==> src/rtl/core/kmsm_pkg.sv <==
`timescale 1ns / 1ps

package kmsm_pkg;

  // Defaults for the top-level parameters
  localparam int NUM_SLOTS_DEF  = 8;
  localparam int DEPTH_DEF      = 16;
  localparam int DATA_WIDTH_DEF = 32;

  // Fixed port field widths
  localparam int ACTION_W = 2;
  localparam int KEY_W    = 32;
  localparam int CAP_W    = 5;
  localparam int ID_W     = 3;
  localparam int PDATA_W  = 32;
  localparam int STATUS_W = 2;

  // Request queue between front and back
  localparam int QUEUE_DEPTH = 2;
  localparam int Q_PTR_W     = 1;
  localparam int Q_CNT_W     = 2;

  typedef enum logic [ACTION_W-1:0] {
    ACT_GET    = 2'd0,
    ACT_PUSH   = 2'd1,
    ACT_POP    = 2'd2,
    ACT_REMOVE = 2'd3
  } action_t;

  typedef enum logic [STATUS_W-1:0] {
    STAT_OK        = 2'd0,
    STAT_OVERFLOW  = 2'd1,
    STAT_UNDERFLOW = 2'd2,
    STAT_NOFREE    = 2'd3
  } status_t;

  // Classified request as it travels from front to back
  typedef struct packed {
    action_t             action;
    logic [KEY_W-1:0]    key;
    logic [CAP_W-1:0]    cap;     // already clamped to 1..DEPTH
    logic [ID_W-1:0]     id;
    logic                id_ok;   // id addresses an existing slot
    logic [PDATA_W-1:0]  data;
  } req_t;

endpackage

==> src/rtl/core/kmsm_ram.sv <==
`timescale 1ns / 1ps

module kmsm_ram #(
  parameter int WIDTH = 32,
  parameter int DEPTH = 128,
  localparam int AW = (DEPTH > 1) ? $clog2(DEPTH) : 1
) (
  input  logic             clk,
  input  logic             wr_en,
  input  logic [AW-1:0]    wr_addr,
  input  logic [WIDTH-1:0] wr_data,
  input  logic             rd_en,
  input  logic [AW-1:0]    rd_addr,
  output logic [WIDTH-1:0] rd_data
);

  logic [WIDTH-1:0] mem [DEPTH];

  // One write port, one registered read port
  always_ff @(posedge clk) begin
    if (wr_en) begin
      mem[wr_addr] <= wr_data;
    end
    if (rd_en) begin
      rd_data <= mem[rd_addr];
    end
  end

endmodule

==> src/rtl/core/kmsm_front.sv <==
`timescale 1ns / 1ps

module kmsm_front
  import kmsm_pkg::*;
#(
  parameter int NUM_SLOTS = NUM_SLOTS_DEF,
  parameter int DEPTH     = DEPTH_DEF
) (
  input  logic                clk,
  input  logic                rst,
  input  logic                cmd_valid,
  output logic                cmd_ready,
  input  logic [ACTION_W-1:0] action,
  input  logic [KEY_W-1:0]    key,
  input  logic [CAP_W-1:0]    capacity,
  input  logic [ID_W-1:0]     stack_id,
  input  logic [PDATA_W-1:0]  push_data,
  output logic                q_valid,
  output req_t                q_head,
  input  logic                q_pop
);

  req_t               req_in;
  logic [CAP_W-1:0]   cap_clamped;
  req_t               q_mem [QUEUE_DEPTH];
  logic [Q_PTR_W-1:0] wr_ptr;
  logic [Q_PTR_W-1:0] rd_ptr;
  logic [Q_CNT_W-1:0] q_cnt;
  logic               push_q;
  logic               pop_q;

  // Clamp requested capacity to 1..DEPTH
  always_comb begin
    if (capacity == '0) begin
      cap_clamped = CAP_W'(1);
    end else if (32'(capacity) > DEPTH) begin
      cap_clamped = CAP_W'(DEPTH);
    end else begin
      cap_clamped = capacity;
    end
  end

  // Classify the incoming request
  always_comb begin
    req_in.action = action_t'(action);
    req_in.key    = key;
    req_in.cap    = cap_clamped;
    req_in.id     = stack_id;
    req_in.id_ok  = (32'(stack_id) < NUM_SLOTS);
    req_in.data   = push_data;
  end

  assign cmd_ready = (q_cnt < Q_CNT_W'(QUEUE_DEPTH));
  assign push_q    = cmd_valid && cmd_ready;
  assign q_valid   = (q_cnt != '0);
  assign pop_q     = q_pop && q_valid;
  assign q_head    = q_mem[rd_ptr];

  // Queue storage
  always_ff @(posedge clk) begin
    if (push_q) begin
      q_mem[wr_ptr] <= req_in;
    end
  end

  // Queue pointers
  always_ff @(posedge clk) begin
    if (rst) begin
      wr_ptr <= '0;
      rd_ptr <= '0;
      q_cnt  <= '0;
    end else begin
      if (push_q) begin
        wr_ptr <= wr_ptr + Q_PTR_W'(1);
      end
      if (pop_q) begin
        rd_ptr <= rd_ptr + Q_PTR_W'(1);
      end
      if (push_q && !pop_q) begin
        q_cnt <= q_cnt + Q_CNT_W'(1);
      end else if (pop_q && !push_q) begin
        q_cnt <= q_cnt - Q_CNT_W'(1);
      end
    end
  end

endmodule

==> src/rtl/core/kmsm_back.sv <==
`timescale 1ns / 1ps

module kmsm_back
  import kmsm_pkg::*;
#(
  parameter int NUM_SLOTS  = NUM_SLOTS_DEF,
  parameter int DEPTH      = DEPTH_DEF,
  parameter int DATA_WIDTH = DATA_WIDTH_DEF
) (
  input  logic                clk,
  input  logic                rst,
  input  logic                q_valid,
  input  req_t                q_head,
  output logic                q_pop,
  output logic                res_valid,
  input  logic                res_ready,
  output logic [STATUS_W-1:0] status,
  output logic [ID_W-1:0]     slot_out,
  output logic [PDATA_W-1:0]  pop_data
);

  localparam int SLOT_W  = (NUM_SLOTS > 1) ? $clog2(NUM_SLOTS) : 1;
  localparam int CNT_W   = $clog2(DEPTH + 1);
  localparam int ENTRIES = NUM_SLOTS * DEPTH;
  localparam int ADDR_W  = (ENTRIES > 1) ? $clog2(ENTRIES) : 1;

  typedef enum logic [3:0] {
    S_IDLE   = 4'b0001,
    S_SEARCH = 4'b0010,
    S_EXEC   = 4'b0100,
    S_RESP   = 4'b1000
  } state_t;

  state_t                  state;
  req_t                    cur;
  logic [KEY_W-1:0]        slot_key      [NUM_SLOTS];
  logic [NUM_SLOTS-1:0]    slot_used;
  logic [CNT_W-1:0]        slot_capacity [NUM_SLOTS];
  logic [CNT_W-1:0]        slot_count    [NUM_SLOTS];
  logic [NUM_SLOTS-1:0]    hit_vec;
  logic [NUM_SLOTS-1:0]    free_vec;
  status_t                 res_status;
  logic [SLOT_W-1:0]       res_slot;
  logic                    pop_ok;

  logic [SLOT_W-1:0]       sid;
  logic [CNT_W-1:0]        cnt;
  logic [CNT_W-1:0]        capv;
  logic [CNT_W-1:0]        cnt_dec;
  logic [SLOT_W-1:0]       hit_slot;
  logic [SLOT_W-1:0]       free_slot;
  logic                    push_ok;
  logic                    pop_go;
  logic                    ram_wr_en;
  logic                    ram_rd_en;
  logic [ADDR_W-1:0]       ram_wr_addr;
  logic [ADDR_W-1:0]       ram_rd_addr;
  logic [DATA_WIDTH-1:0]   ram_wr_data;
  logic [DATA_WIDTH-1:0]   ram_rd_data;
  logic                    out_free;

  // Lowest set bit of a slot vector
  function automatic logic [SLOT_W-1:0] first_set(input logic [NUM_SLOTS-1:0] v);
    logic [SLOT_W-1:0] r;
    r = '0;
    for (int i = NUM_SLOTS - 1; i >= 0; i--) begin
      if (v[i]) begin
        r = SLOT_W'(i);
      end
    end
    return r;
  endfunction

  // Addressed slot state
  assign sid       = SLOT_W'(cur.id);
  assign cnt       = slot_count[sid];
  assign capv      = slot_capacity[sid];
  assign cnt_dec   = cnt - CNT_W'(1);
  assign hit_slot  = first_set(hit_vec);
  assign free_slot = first_set(free_vec);
  assign push_ok   = cur.id_ok && (cnt < capv);
  assign pop_go    = cur.id_ok && (cnt != '0);
  assign out_free  = !res_valid || res_ready;

  // Element store access, issued in the execute step
  assign ram_wr_en   = (state == S_EXEC) && (cur.action == ACT_PUSH) && push_ok;
  assign ram_rd_en   = (state == S_EXEC) && (cur.action == ACT_POP) && pop_go;
  assign ram_wr_addr = ADDR_W'(32'(sid) * DEPTH + 32'(cnt));
  assign ram_rd_addr = ADDR_W'(32'(sid) * DEPTH + 32'(cnt_dec));
  assign ram_wr_data = DATA_WIDTH'(cur.data);

  kmsm_ram #(
    .WIDTH (DATA_WIDTH),
    .DEPTH (ENTRIES)
  ) u_store (
    .clk     (clk),
    .wr_en   (ram_wr_en),
    .wr_addr (ram_wr_addr),
    .wr_data (ram_wr_data),
    .rd_en   (ram_rd_en),
    .rd_addr (ram_rd_addr),
    .rd_data (ram_rd_data)
  );

  assign q_pop = (state == S_IDLE) && q_valid;

  // Sequencer, slot table and result register
  always_ff @(posedge clk) begin
    if (rst) begin
      state     <= S_IDLE;
      slot_used <= '0;
      res_valid <= 1'b0;
      for (int i = 0; i < NUM_SLOTS; i++) begin
        slot_key[i]      <= '0;
        slot_capacity[i] <= '0;
        slot_count[i]    <= '0;
      end
    end else begin
      // result valid: set on hand-over, cleared once taken
      if ((state == S_RESP) && out_free) begin
        res_valid <= 1'b1;
      end else if (res_ready) begin
        res_valid <= 1'b0;
      end
      unique case (state)
        S_IDLE: begin
          if (q_valid) begin
            cur   <= q_head;
            state <= (q_head.action == ACT_GET) ? S_SEARCH : S_EXEC;
          end
        end
        S_SEARCH: begin
          // match all slots in use against the key
          for (int i = 0; i < NUM_SLOTS; i++) begin
            hit_vec[i] <= slot_used[i] && (slot_key[i] == cur.key);
          end
          free_vec <= ~slot_used;
          state    <= S_EXEC;
        end
        S_EXEC: begin
          res_status <= STAT_OK;
          res_slot   <= '0;
          pop_ok     <= 1'b0;
          case (cur.action)
            ACT_GET: begin
              if (hit_vec != '0) begin
                res_slot <= hit_slot;
              end else if (free_vec != '0) begin
                res_slot                 <= free_slot;
                slot_used[free_slot]     <= 1'b1;
                slot_key[free_slot]      <= cur.key;
                slot_capacity[free_slot] <= CNT_W'(cur.cap);
              end else begin
                res_status <= STAT_NOFREE;
              end
            end
            ACT_PUSH: begin
              if (push_ok) begin
                slot_count[sid] <= cnt + CNT_W'(1);
              end else begin
                res_status <= STAT_OVERFLOW;
              end
            end
            ACT_POP: begin
              if (pop_go) begin
                slot_count[sid] <= cnt_dec;
                pop_ok          <= 1'b1;
              end else begin
                res_status <= STAT_UNDERFLOW;
              end
            end
            default: begin
              if (cur.id_ok) begin
                slot_used[sid]  <= 1'b0;
                slot_key[sid]   <= '0;
                slot_count[sid] <= '0;
              end
            end
          endcase
          state <= S_RESP;
        end
        S_RESP: begin
          // hand the result over once the output register is free
          if (out_free) begin
            status    <= res_status;
            slot_out  <= ID_W'(res_slot);
            pop_data  <= pop_ok ? PDATA_W'(ram_rd_data) : '0;
            state     <= S_IDLE;
          end
        end
        default: begin
          state <= S_IDLE;
        end
      endcase
    end
  end

endmodule

==> src/rtl/core/keyed_multi_stack_manager.sv <==
`timescale 1ns / 1ps

// Keyed multi-stack manager: NUM_SLOTS stacks share one element RAM of
// NUM_SLOTS*DEPTH entries, each slot owning DEPTH entries. A get request
// (action 0) returns the slot in use that holds the key, or claims the
// lowest free slot with the capacity clamped to 1..DEPTH; push, pop and
// remove work on the slot given by stack_id. Requests are taken into a
// two-entry queue and carried out one at a time by the back-end sequencer:
// a get goes from the queue head to the result register through dequeue,
// key match over all slots, update and respond steps; push, pop and remove
// skip the key match; a pop reads the element RAM through its registered
// read port. The result register lets new requests enter while a result
// waits. The element RAM needs no clearing after reset: pop only reads
// entries pushed since the slot's count was last cleared by reset or remove.
module keyed_multi_stack_manager
  import kmsm_pkg::*;
#(
  parameter int NUM_SLOTS  = NUM_SLOTS_DEF,
  parameter int DEPTH      = DEPTH_DEF,
  parameter int DATA_WIDTH = DATA_WIDTH_DEF
) (
  input  logic                clk,
  input  logic                rst,
  input  logic                cmd_valid,
  output logic                cmd_ready,
  input  logic [ACTION_W-1:0] action,
  input  logic [KEY_W-1:0]    key,
  input  logic [CAP_W-1:0]    capacity,
  input  logic [ID_W-1:0]     stack_id,
  input  logic [PDATA_W-1:0]  push_data,
  output logic                res_valid,
  input  logic                res_ready,
  output logic [STATUS_W-1:0] status,
  output logic [ID_W-1:0]     slot_out,
  output logic [PDATA_W-1:0]  pop_data
);

  logic q_valid;
  logic q_pop;
  req_t q_head;

  // Accept and classify requests
  kmsm_front #(
    .NUM_SLOTS (NUM_SLOTS),
    .DEPTH     (DEPTH)
  ) u_front (
    .clk       (clk),
    .rst       (rst),
    .cmd_valid (cmd_valid),
    .cmd_ready (cmd_ready),
    .action    (action),
    .key       (key),
    .capacity  (capacity),
    .stack_id  (stack_id),
    .push_data (push_data),
    .q_valid   (q_valid),
    .q_head    (q_head),
    .q_pop     (q_pop)
  );

  // Execute requests against the slot table and element store
  kmsm_back #(
    .NUM_SLOTS  (NUM_SLOTS),
    .DEPTH      (DEPTH),
    .DATA_WIDTH (DATA_WIDTH)
  ) u_back (
    .clk       (clk),
    .rst       (rst),
    .q_valid   (q_valid),
    .q_head    (q_head),
    .q_pop     (q_pop),
    .res_valid (res_valid),
    .res_ready (res_ready),
    .status    (status),
    .slot_out  (slot_out),
    .pop_data  (pop_data)
  );

endmodule
==> config.mk <==
export PLATFORM = sky130hd
export DESIGN_NAME = keyed_multi_stack_manager
export DESIGN_NICKNAME = d
export VERILOG_FILES = /design/src/rtl/core/kmsm_pkg.sv /design/src/rtl/core/kmsm_ram.sv /design/src/rtl/core/kmsm_front.sv /design/src/rtl/core/kmsm_back.sv /design/src/rtl/core/keyed_multi_stack_manager.sv
export SDC_FILE = /design/constraint.sdc
export NUM_CORES = 2
export LEC_CHECK = 0
export CAP_MARGIN = 10
export CORE_ASPECT_RATIO = 0.9
export CORE_MARGIN = 5
export CORE_UTILIZATION = 45
export DETAILED_ROUTE_END_ITERATION = 10
export DONT_BUFFER_PORTS = 1
export PLACE_DENSITY = 0.61
export SETUP_SLACK_MARGIN = 0.2
export SLEW_MARGIN = 20
export SYNTH_ARGS = -nofsm -noshare
export SYNTH_HDL_FRONTEND = slang
export SYNTH_HIERARCHICAL = 1
export SYNTH_MEMORY_MAX_BITS = 65536
export SYNTH_SLANG_ARGS = --single-unit
==> constraint.sdc <==
create_clock -name clk -period 8.65 [get_ports clk]
set_input_delay 0.865 -clock clk [delete_from_list [all_inputs] [get_ports clk]]
set_output_delay 0.865 -clock clk [all_outputs]
set_load 0.005 [all_outputs]
Word level (Yosys, flattened, before mapping)
Memory sizes are Yosys's and may differ from the RTL's. A register that Yosys moved wholly into a read port is not among the register bits.
Cells that the tools add are included.
{"block": "totals", "reg_bits": 151, "mem_bits_rw": 4580, "inputBits": 78, "word_cells": 200, "n_memories": 5}
{"block": "op_classes", "addsub": 8, "magnitude_cmp": 7, "n_eq_ne": 18, "n_mux": 86, "bitwise": 8, "reduce_logical": 48}
{"memory": "u_back.u_store.mem", "words": 128, "width": 32, "rd": 1, "rd_ports_with_merged_regs": 1, "wr": 1, "line": "kmsm_ram.sv:17", "text": "logic [WIDTH-1:0] mem [DEPTH];"}
{"memory": "u_back.slot_key", "words": 8, "width": 32, "rd": 8, "rd_ports_with_merged_regs": 0, "wr": 8, "line": "kmsm_back.sv:36", "text": "logic [KEY_W-1:0] slot_key [NUM_SLOTS];"}
{"memory": "u_front.q_mem", "words": 2, "width": 74, "rd": 1, "rd_ports_with_merged_regs": 1, "wr": 1, "line": "kmsm_front.sv:25", "text": "req_t q_mem [QUEUE_DEPTH];"}
{"memory": "u_back.slot_capacity", "words": 8, "width": 5, "rd": 1, "rd_ports_with_merged_regs": 1, "wr": 8, "line": "kmsm_back.sv:38", "text": "logic [CNT_W-1:0] slot_capacity [NUM_SLOTS];"}
{"memory": "u_back.slot_count", "words": 8, "width": 5, "rd": 1, "rd_ports_with_merged_regs": 1, "wr": 8, "line": "kmsm_back.sv:39", "text": "logic [CNT_W-1:0] slot_count [NUM_SLOTS];"}
{"op": "equality test 32 bit", "n": 8}
{"op": "2-to-1 mux 3 bit", "n": 25}
{"op": "2-to-1 mux 32 bit", "n": 2}
{"op": "OR reduction 32 bit", "n": 2}
{"op": "2-to-1 mux 1 bit", "n": 38}
{"op": "2-to-1 mux 5 bit", "n": 6}
{"op": "2-to-1 mux 8 bit", "n": 3}
{"op": "logical AND 1 bit", "n": 22}
{"op": "inverter 8 bit", "n": 2}
{"op": "case mux 4 bit (4 select lines)", "n": 1}
{"op": "case mux 8 bit (2 select lines)", "n": 1}
{"op": "nonzero test 8 bit", "n": 2}
{"op": "adder 7 x 5 -> 7 bit", "n": 2}
{"op": "2-to-1 mux 2 bit", "n": 5}
{"op": "OR reduction 5 bit", "n": 2}
{"op": "AND 8 bit", "n": 1}
{"op": "less-than comparator 3 x 4 -> 1 bit, second input constant", "n": 2}
{"op": "2-to-1 mux 4 bit", "n": 2}
{"op": "OR 8 bit", "n": 1}
{"op": "nonzero test 2 bit", "n": 4}
{"op": "demux 1 bit (select 3 bit)", "n": 2}
{"op": "greater-or-equal comparator 3 x 1 -> 1 bit, second input constant", "n": 2}
{"op": "!= test 2 x 1 -> 1 bit, second input constant", "n": 3}
{"op": "case mux 2 bit (3 select lines)", "n": 1}
{"op": "27 further kinds", "n": 36}

Logic depth before layout (Yosys ltp)
{"block": "depth", "ltp_word": 16, "depth_mapped": 16, "ltp_nobuf": 12}

By module
The synthesis kept the hierarchy.
{"mod": "kmsm_ram", "instances": 1, "cells_each": 5990, "area_per_inst_um2": 156596.4, "seq_area_each_um2": 123958.9}
{"mod": "kmsm_back", "instances": 1, "cells_each": 1620, "area_per_inst_um2": 21551.9, "seq_area_each_um2": 14433.8}
{"mod": "kmsm_front", "instances": 1, "cells_each": 262, "area_per_inst_um2": 5617.9, "seq_area_each_um2": 4544.4}

Worst setup path before layout
No wires, ideal clock.
{"block": "synth_path", "kind": "register to register", "from": "register (tool-made name)", "to": "memory u_back.u_store.mem[98][0], enable pin", "setup_time_ps": 461, "t_arrival_ps": 5239, "required_ps": 8189, "setup_slack_ps": 2950, "stages_incl_launch_ff": 14, "path_buffers": 3, "synth_period_minus_slack_ps": 5700, "path_cell_list": "dfxtp_1 buf_4 buf_2 mux4_2 mux2i_1 ha_1 a21o_1 a21o_1 a21oi_1 nand3_1 nor3_1 clkbuf_1 nand4_1 nor3_1"}
{"element": "to (decl)", "line": "kmsm_ram.sv:17"}

==> flow_metrics.tcl <==
set metrics [dict create \
    grt_pass1_vias 85800 \
    ctsLongestPathBuffers 4 \
    worstMarginPinSlew_ns 1.18 \
    clk_pin_slew_ns 0.06 \
    yosysTopAreaCell "edfxtp_1" \
    start_util 0.452 \
    placed_cells 13100 \
    slew_violations 0 \
    clkPwrFrac 0.228 \
    synthTopCellsByArea "edfxtp_1 (78%), mux4_2 (17%), xnor2_1 (1.1%), nor2_1 (0.87%), mux2_2 (0.66%)" \
    netlist.area_leader.share 0.776 \
    synth_edf_count 4746 \
    synth_most_common_cell "edfxtp_1" \
    synth_area_um2 184000 \
    powerDensity_nw_per_um2 409 \
    synthSimpleGateAreaFrac 0.0208 \
    dp_hpwl_um 266000 \
    finalHoldViolations 0 \
    numPortBuffers 0 \
    critical_path_arrival_ns 7.12 \
    synth-adder-area-share 0.00102 \
    rsz0062_at_grt "false" \
    setup_tns_ns 0 \
    pwr-share-seq 0.324 \
    required_ns 9.27 \
    grt_antenna_before_repair 60 \
    drc 0 \
    vias 85400 \
    dieArea_um2 421000 \
    whs_ns 0.0961 \
    fmax_mhz 154 \
    ys_ff_latch 4767 \
    via_per_inst 6.07 \
    std_cell_rows 222 \
    cts_root_buffer "clkbuf_16" \
    crit_path_end_kind "register" \
    drtAntennaViolNets 0 \
    ys_seq_area_frac 0.778 \
    synth-main-ff-cell "edfxtp_1" \
    cts.sinks 4767 \
    grt_overflow_total 0 \
    relSlewSlack 0.212 \
    critPathMaxFanout 23 \
    synth-xor-area-share 0.0127 \
    synth.net_count 7965 \
    power_mw 85.0 \
    die_h_um 616 \
    grt_pass1_wl_um 653000 \
    numCtsBuffers 458 \
    setup_viol 0 \
    critPathLaunchType "register" \
    cts_tree "built" \
    worst_clock_skew_ns 0.0671 \
    switchingPower_mw 30.9 \
    ys_types 63 \
    p_int_mw 54.2 \
    power_frac_comb 0.448 \
    grt_usage 0.217 \
    critical_path_class "register to register" \
    hold_path.class "input pin to register" \
    routed_wl_um 463000 \
    synth_compound_area_frac 0.00304 \
    synthTopCellsByCount "edfxtp_1 (4746), mux4_2 (1363), nor2_1 (425)" \
    nNetsFinal 8374 \
    drt-pass1-iter-count 6 \
    grt_max_degree 129 \
    yosysWarnings 6 \
    p_sw_frac 0.363 \
    syn_avg_cell_area_um2 23.3 \
    synth_top_family_by_area "multiplexers" \
    async_reset_ff_frac 0 \
    min_period_over_period 0.751 \
    io_pins 117 \
    outcome "completed" \
    coreArea_um2 407000 \
    max_cap_viol_count 0 \
    post_cts_resized 0 \
    drive_above_1_share 0.295 \
    final_util 0.511 \
    drt_iter0_markers 11300 \
    netlist_instances 7872 \
    die_x_um 684 \
    leakagePower_nw 64.0 \
    area_delta_synth_final_pct 13.1 \
    finalWeightedCongestion 0.819 \
    peakVddDrop_uv 653 \
    post_drt_wl_per_cell_um 32.9 \
    synth.area.mux_share 0.175 \
    layoutNonFillerInstCount 14100 \
    h-tree-depth 5 \
    clock_latency_ns 0.99 \
    fin_crit_ns 6.50 \
]
-- layout make-up --
type | instances | area [µm²]
diodes | 30 | 75.1
flip-flops and latches | 4767 | 143000
multi-input cells | 2667 | 40000
fillers | 31500 | 199000
clock inverters | 272 | 2440
clock buffers | 566 | 12000
inverters | 27 | 110
repair buffers | 360 | 3480
well taps | 5376 | 6730
-- power by group through the flow --
stage	Sequential (mW)	Combinational, mW	Clock [mW]
final	27.5	38.1	19.4
after global routing	27.5	39.8	20.8
after CTS	27.5	38.3	19.7
after detailed placement	28.0	38.2	0
after global placement	28.0	38.0	0
after floorplan	28.4	22.7	0
-- sequential cells by signal, summed over array words and instances, names as in the netlist, 32 cells and up, named ones only --
signal and count:
u_back/u_store/rd_data 32, u_back/slot_key 256, u_back/slot_capacity 40, u_back/pop_data 32, u_back/ram_wr_data 32, u_front/q_mem 148
u_back/slot_count 40, u_back/u_store/mem 4096, u_back/cur 40
-- critical path, stage by stage, from the launching register on --
cell     delay [ns]
dfxtp_1        1.02
mux4_2         0.62
mux2i_1        0.31
inv_1          0.27
ha_1           0.27
a21o_1         0.18
a21o_1         0.18
a21oi_1        0.17
nand3_1        0.13
nor3_1         0.31
buf_4          0.24
nand3_2        0.84
nor2_4         1.04
buf_4          0.49
-- routing by layer --
metal | vias to the layer above | global-route usage | wire length (µm)
met2 | 4086 | 0.329 | 212000
met5 | - | 0 | 157
met4 | 24 | 0.0493 | 10300
li1 | 34100 | - | -
met3 | 637 | 0.0506 | 47700
met1 | 46500 | 0.323 | 192000
-- logic make-up (layout without fill, tap and decap cells) --
| group | count (synthesis) | in the layout |
|---|---|---|
| AND/OR/NAND/NOR | 822 | 822 |
| XOR/XNOR | 266 | 266 |
| flip-flops | 4767 | 4767 |
| adder cells (fa/ha/maj) | 15 | 15 |
| other | 1 | 31 |
| AO/OA/AOI/OAI | 80 | 80 |
| multiplexers | 1483 | 1483 |
| buffers and inverters | 438 | 1225 |
-- path summary, 6_finish.rpt --
| kind | from | to | slack, ns | cells after the start |
|---|---|---|---|---|
| max | register | u_back/u_store/mem[5][7] | 2.15 | 13 |
| min | res_ready | u_back/res_valid | 0.1 | 2 |
| min reg2reg | u_back/res_status[0] | u_back/status[0] | 0.43 | 0 |
| max reg2reg | register | u_back/u_store/mem[5][7] | 2.15 | 13 |
-- through the flow --
step	cell area (µm²)	setup slack, ns
global route	208000	1.83
floorplan	184000	2.95
CTS	208000	2.14
detailed placement	192000	2.15
finish	208000	2.15
global placement	192000	2.21
-- what timing repair did --
item                      CTS  global route
hold buffers               72             0
buffers inserted            0             0
hold endpoints to repair  160             0
-- cells in the final DEF, fill, tap and decap left out, drive strengths merged, types with 7 or more instances in the layout --
| master | instances |
|---|---|
| dlygate4sd3 | 72 |
| diode | 30 |
| buf | 288 |
| and3 | 7 |
| dfxtp | 21 |
| nand3 | 40 |
| nor3 | 39 |
| nand2 | 82 |
| o21ai | 15 |
| a21oi | 21 |
| ha | 15 |
| inv | 35 |
| nand2b | 22 |
| or2 | 12 |
| nor4 | 29 |
| edfxtp | 4746 |
| mux4 | 1363 |
| nor2 | 426 |
| and2 | 77 |
| xor2 | 38 |
| o21bai | 11 |
| nand4 | 61 |
| clkinvlp | 12 |
| clkbuf | 566 |
| xnor2 | 228 |
| mux2 | 107 |
| clkinv | 214 |
| mux2i | 13 |
| bufinv | 38 |
| nor2b | 16 |
No activity file was read; power rests on OpenSTA's default activity.
